### src/rtl/assert_macros.svh
// Assertion macros shared by the RTL modules.
`ifndef ASSERT_MACROS_SVH
`define ASSERT_MACROS_SVH

// The consequent must hold in the same cycle as the antecedent.
`define ASSERT_IMPL(lbl, clk, rst_n, ante, cons) \
    lbl: assert property (@(posedge clk) disable iff (!rst_n) (ante) |-> (cons)) \
        else $error("assertion failed");

// The consequent must hold in the cycle after the antecedent.
`define ASSERT_NEXT(lbl, clk, rst_n, ante, cons) \
    lbl: assert property (@(posedge clk) disable iff (!rst_n) (ante) |=> (cons)) \
        else $error("assertion failed");

`endif

### src/rtl/vvrf_pkg.sv
package vvrf_pkg;

    localparam int DIM_W    = 9;
    localparam int COORD_W  = 8;
    localparam int IDX_W    = 24;
    localparam int VOXEL_W  = 10;
    localparam int PLANE_W  = 2 * DIM_W - 1;
    localparam int CODE_W   = 4;
    localparam int CFG_IDX_W = 3;
    localparam int CFG_DATA_W = DIM_W;
    localparam int IN_DATA_W = 16;
    localparam int OUT_DATA_W = 88;

    localparam logic [DIM_W-1:0] MAX_DIM = DIM_W'(256);

    localparam logic [CFG_IDX_W-1:0] REG_DIM_X     = 3'd0;
    localparam logic [CFG_IDX_W-1:0] REG_DIM_Y     = 3'd1;
    localparam logic [CFG_IDX_W-1:0] REG_DIM_Z     = 3'd2;
    localparam logic [CFG_IDX_W-1:0] REG_ANCHOR_X  = 3'd3;
    localparam logic [CFG_IDX_W-1:0] REG_ANCHOR_Y  = 3'd4;
    localparam logic [CFG_IDX_W-1:0] REG_ANCHOR_Z  = 3'd5;
    localparam logic [CFG_IDX_W-1:0] REG_TRANSFORM = 3'd6;

    localparam logic [CODE_W-1:0] XF_IDENTITY = 4'd0;
    localparam logic [CODE_W-1:0] XF_ROT_X90  = 4'd1;
    localparam logic [CODE_W-1:0] XF_ROT_X180 = 4'd2;
    localparam logic [CODE_W-1:0] XF_ROT_X270 = 4'd3;
    localparam logic [CODE_W-1:0] XF_ROT_Y90  = 4'd4;
    localparam logic [CODE_W-1:0] XF_ROT_Y180 = 4'd5;
    localparam logic [CODE_W-1:0] XF_ROT_Y270 = 4'd6;
    localparam logic [CODE_W-1:0] XF_ROT_Z90  = 4'd7;
    localparam logic [CODE_W-1:0] XF_ROT_Z180 = 4'd8;
    localparam logic [CODE_W-1:0] XF_ROT_Z270 = 4'd9;
    localparam logic [CODE_W-1:0] XF_FLIP_X   = 4'd10;
    localparam logic [CODE_W-1:0] XF_FLIP_Y   = 4'd11;
    localparam logic [CODE_W-1:0] XF_FLIP_Z   = 4'd12;

    typedef enum logic [1:0] {
        PERM_XYZ,
        PERM_XZY,
        PERM_ZYX,
        PERM_YXZ
    } perm_t;

    // Bit i of flip selects a flip of axis i (0 = x, 1 = y, 2 = z).
    typedef struct packed {
        perm_t      perm;
        logic [2:0] flip;
    } xform_t;

    typedef struct packed {
        logic accept;
        logic mul;
        logic load_out;
    } cmd_t;

    typedef struct packed {
        logic out_free;
    } status_t;

    function automatic xform_t xform_lookup(input logic [CODE_W-1:0] code);
        xform_t xf;
        xf = '{perm: PERM_XYZ, flip: 3'b000};
        unique case (code)
            XF_ROT_X90:  xf = '{perm: PERM_XZY, flip: 3'b100};
            XF_ROT_X180: xf = '{perm: PERM_XYZ, flip: 3'b110};
            XF_ROT_X270: xf = '{perm: PERM_XZY, flip: 3'b010};
            XF_ROT_Y90:  xf = '{perm: PERM_ZYX, flip: 3'b001};
            XF_ROT_Y180: xf = '{perm: PERM_XYZ, flip: 3'b101};
            XF_ROT_Y270: xf = '{perm: PERM_ZYX, flip: 3'b100};
            XF_ROT_Z90:  xf = '{perm: PERM_YXZ, flip: 3'b010};
            XF_ROT_Z180: xf = '{perm: PERM_XYZ, flip: 3'b011};
            XF_ROT_Z270: xf = '{perm: PERM_YXZ, flip: 3'b001};
            XF_FLIP_X:   xf = '{perm: PERM_XYZ, flip: 3'b001};
            XF_FLIP_Y:   xf = '{perm: PERM_XYZ, flip: 3'b010};
            XF_FLIP_Z:   xf = '{perm: PERM_XYZ, flip: 3'b100};
            default:     xf = '{perm: PERM_XYZ, flip: 3'b000};
        endcase
        return xf;
    endfunction

    // Source axis that lands at destination axis pos under the permutation.
    function automatic logic [1:0] perm_src(input perm_t perm, input logic [1:0] pos);
        logic [1:0] src;
        src = pos;
        unique case (perm)
            PERM_XZY: src = (pos == 2'd1) ? 2'd2 : ((pos == 2'd2) ? 2'd1 : pos);
            PERM_ZYX: src = (pos == 2'd0) ? 2'd2 : ((pos == 2'd2) ? 2'd0 : pos);
            PERM_YXZ: src = (pos == 2'd0) ? 2'd1 : ((pos == 2'd1) ? 2'd0 : pos);
            default:  src = pos;
        endcase
        return src;
    endfunction

    function automatic logic [DIM_W-1:0] eff_dim(input logic [DIM_W-1:0] d);
        logic [DIM_W-1:0] e;
        e = d;
        if (d == '0)
        begin
            e = DIM_W'(1);
        end
        else if (d > MAX_DIM)
        begin
            e = MAX_DIM;
        end
        return e;
    endfunction

endpackage

### src/rtl/vvrf_ctrl.sv
`include "assert_macros.svh"

module vvrf_ctrl
    import vvrf_pkg::*;
(
    input  logic    clk,
    input  logic    rst_n,
    input  logic    in_valid,
    input  status_t status,
    output logic    in_ready,
    output cmd_t    cmd
);

    typedef enum logic [1:0] {
        ST_IDLE,
        ST_MUL,
        ST_ADD
    } state_t;

    state_t state_reg;
    state_t state_next;
    logic   ready_reg;
    logic   ready_next;

    assign in_ready     = ready_reg;
    assign cmd.accept   = ready_reg && in_valid;
    assign cmd.mul      = (state_reg == ST_MUL);
    assign cmd.load_out = (state_reg == ST_ADD) && status.out_free;

    always_comb
    begin
        state_next = state_reg;
        ready_next = ready_reg;
        unique case (state_reg)
            ST_IDLE:
            begin
                if (cmd.accept)
                begin
                    state_next = ST_MUL;
                    ready_next = 1'b0;
                end
            end
            ST_MUL:
            begin
                state_next = ST_ADD;
            end
            ST_ADD:
            begin
                if (status.out_free)
                begin
                    state_next = ST_IDLE;
                    ready_next = 1'b1;
                end
            end
            default:
            begin
                state_next = ST_IDLE;
                ready_next = 1'b1;
            end
        endcase
    end

    always_ff @(posedge clk or negedge rst_n)
    begin
        if (!rst_n)
        begin
            state_reg <= ST_IDLE;
            ready_reg <= 1'b1;
        end
        else
        begin
            state_reg <= state_next;
            ready_reg <= ready_next;
        end
    end

    `ASSERT_NEXT(a_accept_to_mul, clk, rst_n, cmd.accept, state_reg == ST_MUL)
    `ASSERT_NEXT(a_mul_to_add, clk, rst_n, state_reg == ST_MUL, state_reg == ST_ADD)
    `ASSERT_IMPL(a_busy_not_ready, clk, rst_n, state_reg != ST_IDLE, !ready_reg)
    `ASSERT_NEXT(a_load_frees, clk, rst_n, cmd.load_out, ready_reg && state_reg == ST_IDLE)

endmodule

### src/rtl/vvrf_datapath.sv
`include "assert_macros.svh"

module vvrf_datapath
    import vvrf_pkg::*;
(
    input  logic                    clk,
    input  logic                    rst_n,
    input  logic                    cfg_valid,
    input  logic [CFG_IDX_W-1:0]    cfg_index,
    input  logic [CFG_DATA_W-1:0]   cfg_data,
    input  logic [IN_DATA_W-1:0]    in_data,
    input  cmd_t                    cmd,
    output status_t                 status,
    output logic                    out_valid,
    input  logic                    out_ready,
    output logic [OUT_DATA_W-1:0]   out_data,
    output logic                    out_last
);

    logic [DIM_W-1:0]   dim_reg [3];
    logic [COORD_W-1:0] anchor_reg [3];
    logic [CODE_W-1:0]  code_reg;
    logic [COORD_W-1:0] cnt_reg [3];
    logic [COORD_W-1:0] cnt_next [3];

    logic [DIM_W-1:0]   dims [3];
    logic [DIM_W-1:0]   nd_c [3];
    logic [IDX_W-1:0]   fc [3];
    logic [IDX_W-1:0]   pc_c [3];
    logic [COORD_W-1:0] fa [3];
    logic [COORD_W-1:0] pa_c [3];
    logic [2:0]         at_end;
    logic               last_c;
    xform_t             xf;

    logic [PLANE_W-1:0] plane_reg;
    logic [IDX_W-1:0]   pc_reg [3];
    logic [DIM_W-1:0]   nd_reg [3];
    logic [COORD_W-1:0] pa_reg [3];
    logic [VOXEL_W-1:0] voxel_reg;
    logic               last_reg;
    logic [IDX_W-1:0]   t0_reg;
    logic [IDX_W-1:0]   t1_reg;

    logic               out_valid_reg;
    logic [IDX_W-1:0]   o_idx_reg;
    logic [VOXEL_W-1:0] o_voxel_reg;
    logic               o_last_reg;
    logic [DIM_W-1:0]   o_dim_reg [3];
    logic [COORD_W-1:0] o_anchor_reg [3];

    always_ff @(posedge clk or negedge rst_n)
    begin
        if (!rst_n)
        begin
            dim_reg[0]    <= DIM_W'(1);
            dim_reg[1]    <= DIM_W'(1);
            dim_reg[2]    <= DIM_W'(1);
            anchor_reg[0] <= '0;
            anchor_reg[1] <= '0;
            anchor_reg[2] <= '0;
            code_reg      <= XF_IDENTITY;
        end
        else if (cfg_valid)
        begin
            unique case (cfg_index)
                REG_DIM_X:     dim_reg[0]    <= cfg_data;
                REG_DIM_Y:     dim_reg[1]    <= cfg_data;
                REG_DIM_Z:     dim_reg[2]    <= cfg_data;
                REG_ANCHOR_X:  anchor_reg[0] <= cfg_data[COORD_W-1:0];
                REG_ANCHOR_Y:  anchor_reg[1] <= cfg_data[COORD_W-1:0];
                REG_ANCHOR_Z:  anchor_reg[2] <= cfg_data[COORD_W-1:0];
                REG_TRANSFORM: code_reg      <= cfg_data[CODE_W-1:0];
                default:       ;
            endcase
        end
    end

    always_comb
    begin
        xf = xform_lookup(code_reg);
        for (int i = 0; i < 3; i++)
        begin
            dims[i]   = eff_dim(dim_reg[i]);
            at_end[i] = ({1'b0, cnt_reg[i]} + DIM_W'(1)) >= dims[i];
            fc[i] = xf.flip[i] ? (IDX_W'(dims[i]) - IDX_W'(1) - IDX_W'(cnt_reg[i]))
                               : IDX_W'(cnt_reg[i]);
            fa[i] = xf.flip[i]
                ? COORD_W'(dims[i] - DIM_W'(1) - {1'b0, anchor_reg[i]})
                : anchor_reg[i];
        end
        for (int i = 0; i < 3; i++)
        begin
            nd_c[i] = dims[perm_src(xf.perm, 2'(i))];
            pc_c[i] = fc[perm_src(xf.perm, 2'(i))];
            pa_c[i] = fa[perm_src(xf.perm, 2'(i))];
        end
        last_c = &at_end;

        cnt_next[0] = cnt_reg[0];
        cnt_next[1] = cnt_reg[1];
        cnt_next[2] = cnt_reg[2];
        if (!at_end[2])
        begin
            cnt_next[2] = cnt_reg[2] + COORD_W'(1);
        end
        else
        begin
            cnt_next[2] = '0;
            if (!at_end[1])
            begin
                cnt_next[1] = cnt_reg[1] + COORD_W'(1);
            end
            else
            begin
                cnt_next[1] = '0;
                cnt_next[0] = at_end[0] ? '0 : cnt_reg[0] + COORD_W'(1);
            end
        end
    end

    always_ff @(posedge clk or negedge rst_n)
    begin
        if (!rst_n)
        begin
            cnt_reg[0] <= '0;
            cnt_reg[1] <= '0;
            cnt_reg[2] <= '0;
        end
        else if (cmd.accept)
        begin
            cnt_reg <= cnt_next;
        end
    end

    always_ff @(posedge clk)
    begin
        plane_reg <= PLANE_W'(nd_c[1]) * PLANE_W'(nd_c[2]);
        if (cmd.accept)
        begin
            pc_reg    <= pc_c;
            nd_reg    <= nd_c;
            pa_reg    <= pa_c;
            voxel_reg <= in_data[VOXEL_W-1:0];
            last_reg  <= last_c;
        end
        if (cmd.mul)
        begin
            t1_reg <= pc_reg[1] * IDX_W'(nd_reg[2]);
            t0_reg <= pc_reg[0] * IDX_W'(plane_reg);
        end
        if (cmd.load_out)
        begin
            o_idx_reg    <= pc_reg[2] + t1_reg + t0_reg;
            o_voxel_reg  <= voxel_reg;
            o_last_reg   <= last_reg;
            o_dim_reg    <= nd_reg;
            o_anchor_reg <= pa_reg;
        end
    end

    always_ff @(posedge clk or negedge rst_n)
    begin
        if (!rst_n)
        begin
            out_valid_reg <= 1'b0;
        end
        else if (cmd.load_out)
        begin
            out_valid_reg <= 1'b1;
        end
        else if (out_ready)
        begin
            out_valid_reg <= 1'b0;
        end
    end

    assign status.out_free  = !out_valid_reg || out_ready;

    assign out_valid = out_valid_reg;
    assign out_last  = o_last_reg;
    assign out_data  = {3'b000, o_anchor_reg[2], o_anchor_reg[1], o_anchor_reg[0],
                        o_dim_reg[2], o_dim_reg[1], o_dim_reg[0], o_voxel_reg, o_idx_reg};

    `ASSERT_NEXT(a_load_sets_valid, clk, rst_n, cmd.load_out, out_valid_reg)
    `ASSERT_NEXT(a_last_wraps, clk, rst_n, cmd.accept && last_c,
        cnt_reg[0] == '0 && cnt_reg[1] == '0 && cnt_reg[2] == '0)
    `ASSERT_IMPL(a_load_needs_room, clk, rst_n, cmd.load_out, status.out_free)

endmodule

### src/rtl/voxel_volume_rotate_flip.sv
// Voxel volume rotate and flip. Voxels enter on s_axis in source scan order (x outermost,
// z innermost); for each one a result leaves on m_axis with its linear index in the
// rotated or flipped volume, the new dimensions, the transformed anchor, and tlast on the
// final voxel of the volume. The controller steps each voxel through capture and flip at
// its input transfer, the two multiplies in the next cycle, and the final sum in the cycle
// after, which loads the result into the output register. s_axis_tready returns in the
// cycle after that load, so with no output stall a new voxel is accepted only once the
// previous one has loaded its result. While a result waits for m_axis_tready, one more
// voxel is still accepted and holds in its final-sum cycle until the output register frees.
// Registers are to be written over cfg only while no voxel is in flight; the user must keep
// to this, as the block itself does not enforce it.
module voxel_volume_rotate_flip
    import vvrf_pkg::*;
(
    input  logic                    clk,
    input  logic                    rst_n,
    input  logic                    cfg_valid,
    output logic                    cfg_ready,
    input  logic [CFG_IDX_W-1:0]    cfg_index,
    input  logic [CFG_DATA_W-1:0]   cfg_data,
    input  logic                    s_axis_tvalid,
    output logic                    s_axis_tready,
    // Fields from bit 0: block_value[9:0], zero fill.
    input  logic [IN_DATA_W-1:0]    s_axis_tdata,
    output logic                    m_axis_tvalid,
    input  logic                    m_axis_tready,
    // Fields from bit 0: dest_index[23:0], voxel_out[33:24], new_dim_x[42:34],
    // new_dim_y[51:43], new_dim_z[60:52], new_anchor_x[68:61], new_anchor_y[76:69],
    // new_anchor_z[84:77], zero fill.
    output logic [OUT_DATA_W-1:0]   m_axis_tdata,
    output logic                    m_axis_tlast
);

    cmd_t    cmd;
    status_t status;

    assign cfg_ready = 1'b1;

    vvrf_ctrl u_ctrl (
        .clk      (clk),
        .rst_n    (rst_n),
        .in_valid (s_axis_tvalid),
        .status   (status),
        .in_ready (s_axis_tready),
        .cmd      (cmd)
    );

    vvrf_datapath u_datapath (
        .clk       (clk),
        .rst_n     (rst_n),
        .cfg_valid (cfg_valid),
        .cfg_index (cfg_index),
        .cfg_data  (cfg_data),
        .in_data   (s_axis_tdata),
        .cmd       (cmd),
        .status    (status),
        .out_valid (m_axis_tvalid),
        .out_ready (m_axis_tready),
        .out_data  (m_axis_tdata),
        .out_last  (m_axis_tlast)
    );

endmodule

### config.mk
export PLATFORM = sky130hd
export DESIGN_NAME = voxel_volume_rotate_flip
export DESIGN_NICKNAME = d
export VERILOG_FILES = /design/src/rtl/vvrf_pkg.sv /design/src/rtl/vvrf_ctrl.sv /design/src/rtl/vvrf_datapath.sv /design/src/rtl/voxel_volume_rotate_flip.sv
export VERILOG_INCLUDE_DIRS = /design/src /design/src/rtl
export SDC_FILE = /design/constraint.sdc
export NUM_CORES = 2
export LEC_CHECK = 0
export BUFFER_PORTS_ARGS = -buffer_cell sky130_fd_sc_hd__buf_2
export CAP_MARGIN = 20
export CORE_MARGIN = 5
export CORE_UTILIZATION = 50
export CTS_CLUSTER_DIAMETER = 80
export DETAILED_ROUTE_END_ITERATION = 7
export GPL_ROUTABILITY_DRIVEN = 0
export PLACE_DENSITY = 0.67
export SLEW_MARGIN = 40
export SYNTH_ARGS = -nofsm -noshare
export SYNTH_HDL_FRONTEND = slang
export SYNTH_SLANG_ARGS = --single-unit
### constraint.sdc
create_clock -name clk -period 7.2 [get_ports clk]
set_input_delay 1.8 -clock clk [delete_from_list [all_inputs] [get_ports clk]]
set_output_delay 1.8 -clock clk [all_outputs]
set_load 0.005 [all_outputs]
# ---- Word-level counts from Yosys, hierarchy flattened
# Memories as Yosys holds them, arrays and structs flattened.
# Cells that the tools add are included.
dict set report totals {
  register_bits 368
  n_memories 1
  rom_bits 80
  out_inout_bits 92
}
# name depth word_bits read_ports rd_ports_with_merged_regs write_ports line
set mem_list {}
lappend mem_list {{(no name shown)} 16 5 1 0 0 vvrf_pkg.sv:64} ;# unique case (code)
dict set report op_classes {
  magnitude_cmp 9
  add_sub_neg 20
  multipliers 3
  n_eq_ne 13
  bitwise_logic 4
  n_reduce_logical 22
  n_mux 53
}
# op count
set op_table {}
lappend op_table {{$mux 24} 9}
lappend op_table {{$bmux 24 s2} 3}
lappend op_table {{$mux 9} 12}
lappend op_table {{$mux 8} 12}
lappend op_table {{$sub 24x8->24} 3}
lappend op_table {{$bmux 9 s2} 3}
lappend op_table {{$add 24x24->24} 2}
lappend op_table {{$bmux 8 s2} 3}
lappend op_table {{$sub 9x1->10 const B} 3}
lappend op_table {{$add 8x1->9 const B} 3}
lappend op_table {{$ge 9x9->1} 3}
lappend op_table {{$gt 9x9->1 const B} 3}
lappend op_table {{$logic_not 9->1} 3}
lappend op_table {{$add 8x1->8 const B} 3}
lappend op_table {{$mul 24x17->24} 1}
lappend op_table {{$mul 24x9->24} 1}
lappend op_table {{$sub 8x1->8 const B} 3}
lappend op_table {{$sub 8x8->8} 3}
lappend op_table {{$reduce_and 2->1} 9}
lappend op_table {{$mul 9x9->17} 1}
lappend op_table {{$pmux 2 s2} 3}
lappend op_table {{$eq 3x3->1 const B} 3}
lappend op_table {{$ge 3x3->1 const B} 3}
lappend op_table {{$not 2->3} 3}
lappend op_table {{18 further kinds} 29}

# ---- Depth between registers and ports, before layout
dict set report logic_depth {
  word_depth 9
  depth_mapped 34
}

# ---- Hierarchy
# From an unflattened synthesis, not the netlist that was laid out.
dict set report unflattened {
  cells_unflattened 3041
  area_unflattened_um2 30442.9
}
# module cells_each instances area_each_um2
set modules_own_cells {}
lappend modules_own_cells {vvrf_datapath 3025 1 30280.3}
lappend modules_own_cells {vvrf_ctrl 14 1 151.4}
lappend modules_own_cells {voxel_volume_rotate_flip 2 1 11.3}

# ---- Worst setup path after synthesis
# Ideal clock, no wire load.
dict set report synth_path {
  path_type {input -> register}
  from {input s_axis_tvalid}
  to {register u_datapath.cnt_reg[6] in the netlist's numbering}
  stages 6
  arrival_time_ps 6527
  setup_time_ps 130
  setup_slack_ps 543
  t_required_ps 7070
  path_cell_list {nand2_1 > inv_1 > clkbuf_1 > o21ai_0 > nand2_1 > o41ai_1}
}
# item line
set synth_lines {}
lappend synth_lines {{from (decl)} voxel_volume_rotate_flip.sv:21} ;# input logic s_axis_tvalid,
lappend synth_lines {{to (signal assigned)} vvrf_datapath.sv:132} ;# cnt_reg <= cnt_next;
lappend synth_lines {{to (decl)} vvrf_datapath.sv:23} ;# logic [COORD_W-1:0] cnt_reg [3];

==> impl_metrics.env <==
export IMPL_dr_wl_met3_um=6081
export IMPL_synth_ff_type="edfxtp_1"
export IMPL_cts_hold_buf=0
export IMPL_cts_root_buf="clkbuf_16"
export IMPL_ys_seq_elements=368
export IMPL_nets=4261
export IMPL_cap_viol_max_count=0
export IMPL_cp_end_kind="flop"
export IMPL_cp_max_fo=15
export IMPL_worst_slack_ps=475.8
export IMPL_path_delay_family="adder cells"
export IMPL_required_ps=7680
export IMPL_grt_max_degree=86
export IMPL_synth_most_common_cell="inv_1"
export IMPL_ys_top_cells_by_count="inv_1 (587), nand2_1 (438), fa_1 (401), edfxtp_1 (268), ha_1 (231)"
export IMPL_synth_seq_area_share_pct=30.25
export IMPL_total_power_w=0.01725
export IMPL_clockBufferDepth=3
export IMPL_vias=24710
export IMPL_status="complete, no violations"
export IMPL_setup_viol_count_final=0
export IMPL_worstSetupStartpoint="u_datapath.code_reg[1]"
export IMPL_first_global_vias=24770
export IMPL_synthTopCellsByArea="edfxtp_1 (23%), fa_1 (23%), ha_1 (8.4%), inv_1 (6.4%), dfrtp_1 (5.7%)"
export IMPL_start_util_pct=50.47
export IMPL_port_buffers=114
export IMPL_dp_hpwl_um=66170
export IMPL_maxSlewHeadroom_pct=37.91
export IMPL_drive_gt1_share_pct=9.063
export IMPL_area_growth_syn_to_layout_pct=8.910
export IMPL_path_clk_slew_ps=60
export IMPL_min_delay_start="u_datapath.pa_reg[2]"
export IMPL_hp_class="flop to flop"
export IMPL_critical_path_max_stage_delay_ps=610
export IMPL_pin_count=125
export IMPL_top_layer="met4"
export IMPL_setup_tns_ps=0
export IMPL_async_flop_share_pct=22.55
export IMPL_worst_pin_slew_ps=923.5
export IMPL_syn_inst=3525
export IMPL_synth_edf_count=268
export IMPL_path_common_cell="inv_1"
export IMPL_peakVddDrop_mv=0.8139
export IMPL_largest_reg_flops=72
export IMPL_insertedDiodeCount=0
export IMPL_p_leak_nw=16.63
export IMPL_die_h_um=273.1
export IMPL_critical_path_slowest_cell="ha_1"
export IMPL_grt_first_pass_wirelength_um=136200
export IMPL_finClkSkew_ps=28.75
export IMPL_clkSinkCount=368
export IMPL_instances_no_fill=4561
export IMPL_drcViolationCount=0
export IMPL_p_int_w=0.008931
export IMPL_numCtsBuffers=43
export IMPL_synth_warning_count=0
export IMPL_crit_type="flop to flop"
export IMPL_antenna_found_initial=3
export IMPL_die_x_um=273.1
export IMPL_drtPass1Iterations=6
export IMPL_antenna_left=0
export IMPL_htreeDepth=2
export IMPL_min_period_over_period_pct=93.39
export IMPL_period_minus_slack_ps=6724
export IMPL_avgSynthCellArea_sq_um=9.819
export IMPL_rsz0062_at_grt="no"
export IMPL_core_area_sq_um=68590
export IMPL_cts_resized_gates=0
export IMPL_rows=96
export IMPL_power_density_nw_per_um2=457.6
export IMPL_clk_latency_ps=600
export IMPL_fill_cells=6056
export IMPL_post_synth_top_area_cell="edfxtp_1"
export IMPL_r2r_start="u_datapath.code_reg[1]"
export IMPL_seqPwrFrac_pct=18.0
export IMPL_fp_dieArea_sq_um=74590
export IMPL_grt_total_usage_pct=23.00
export IMPL_max_freq_mhz=148.7
export IMPL_start_kind="flop"
export IMPL_routedWlPerCell_um=18.61
export IMPL_postCtsSetupBuffers=0
export IMPL_met1Wirelength_um=37790
export IMPL_arrival_ps=7210
export IMPL_cts_tree="done"
export IMPL_detail_route_wirelength_um=84870
export IMPL_p_sw_share_pct=48.22
export IMPL_synth_top_area_share_pct=23.25
export IMPL_drtIter0Drc=2091
export IMPL_viasPerCell=5.417
export IMPL_dpl_cell_count=4480
export IMPL_clkPwrFrac_pct=12.9
export IMPL_ys_types=87
export IMPL_pwr_share_comb_pct=69.1
export IMPL_preCtsSetupSlack_ps=570.0
export IMPL_slew_viol_final=0
export IMPL_hold_viol=0
export IMPL_met2_length_um=37590
export IMPL_power_switching_w=0.008318
export IMPL_grt_overflow=0
export IMPL_crit_buf_inv=7
export IMPL_syn_area_sq_um=34610
through the flow:
step	hold WS [ps]	area, sq um	utilization (%)
after CTS	418.1	37670	54.92
after global placement	401.0	36180	52.75
final	413.3	37700	54.96
after floorplan	400.3	34620	-
after detailed placement	404.5	36240	52.83
after global routing	422.7	37700	54.96
placed cells by master (no fill, tap or decap), types with 16 or more instances in the layout:
master | netlist | layout
clkbuf_16 | 0 | 43
mux2_2 | 51 | 51
nor2_1 | 187 | 187
mux2i_1 | 16 | 16
nand3_1 | 31 | 31
ha_1 | 231 | 230
xnor2_1 | 126 | 126
inv_1 | 587 | 586
o21ai_0 | 122 | 122
a21oi_1 | 134 | 134
nor3_1 | 29 | 28
and3_1 | 19 | 19
a21o_1 | 40 | 40
fa_1 | 401 | 401
o21a_1 | 33 | 33
buf_4 | 6 | 46
nor2b_1 | 30 | 28
dfxtp_1 | 17 | 17
a31oi_1 | 16 | 16
xor2_1 | 42 | 42
and2_1 | 192 | 192
nand2b_1 | 23 | 23
nand2_1 | 438 | 438
o21ai_1 | 26 | 26
edfxtp_1 | 268 | 268
buf_2 | 9 | 113
dfrtp_1 | 79 | 79
o22ai_1 | 73 | 73
power groups by stage:
stage | logic (W) | clock network (W) | registers, W
after global routing | 0.0133 | 0.00236 | 0.00313
final | 0.0119 | 0.00222 | 0.00311
after detailed placement | 0.0119 | 0 | 0.00314
after global placement | 0.0117 | 0 | 0.00313
after CTS | 0.0120 | 0.00227 | 0.00309
after floorplan | 0.00873 | 0 | 0.00297
worst paths after layout:
path,slack (ps),endpoint,cells after the start
max,480,u_datapath.plane_reg[16],25
min,410,u_datapath.out_data[79],0
max reg2reg,480,u_datapath.plane_reg[16],25
min reg2reg,410,u_datapath.out_data[79],0
max in group asynchronous,4960,u_datapath.cnt_reg[16],2
min in group asynchronous,1150,u_datapath.dim_reg[13],1
worst register-to-register path, delay by kind of cell (launching register included):
kind                     cells  cell delay, ps
AO/OA/AOI/OAI                6            1630
XOR/XNOR                     1             130
flip-flops                   1             420
multiplexers                 1             200
buffers and inverters        7             990
AND/OR/NAND/NOR              3             280
adder cells (fa/ha/maj)      7            2980
cell families after synthesis:
logic type | after synthesis | synth area share, %
adders and majority gates | 632 | 31.54
xor gates and xnor gates | 168 | 4.251
buffers and inverters | 732 | 8.036
other | 2 | 0.02170
and+or+nand+nor | 1000 | 13.48
muxes | 72 | 2.422
DFF | 368 | 30.25
AOI/OAI and AO/OA | 551 | 9.995
final cells by class:
type	instances	area, sq um	area share [%]
multi-input combinational	2427	21430	56.84
sequential	368	10470	27.77
inverter	591	2223	5.898
tap	931	1165	3.090
clock buffer	55	1141	3.027
timing repair buffer	165	978.4	2.596
clock inverter	24	292.8	0.7767
per-layer routing:
metal | up-vias | track usage (%)
met5 | - | 0
met4 | 0 | 8.403
met3 | 152 | 3.415
met2 | 865 | 35.92
met1 | 12130 | 32.93
li1 | 11560 | -
No activity file was read; power rests on OpenSTA's default activity.
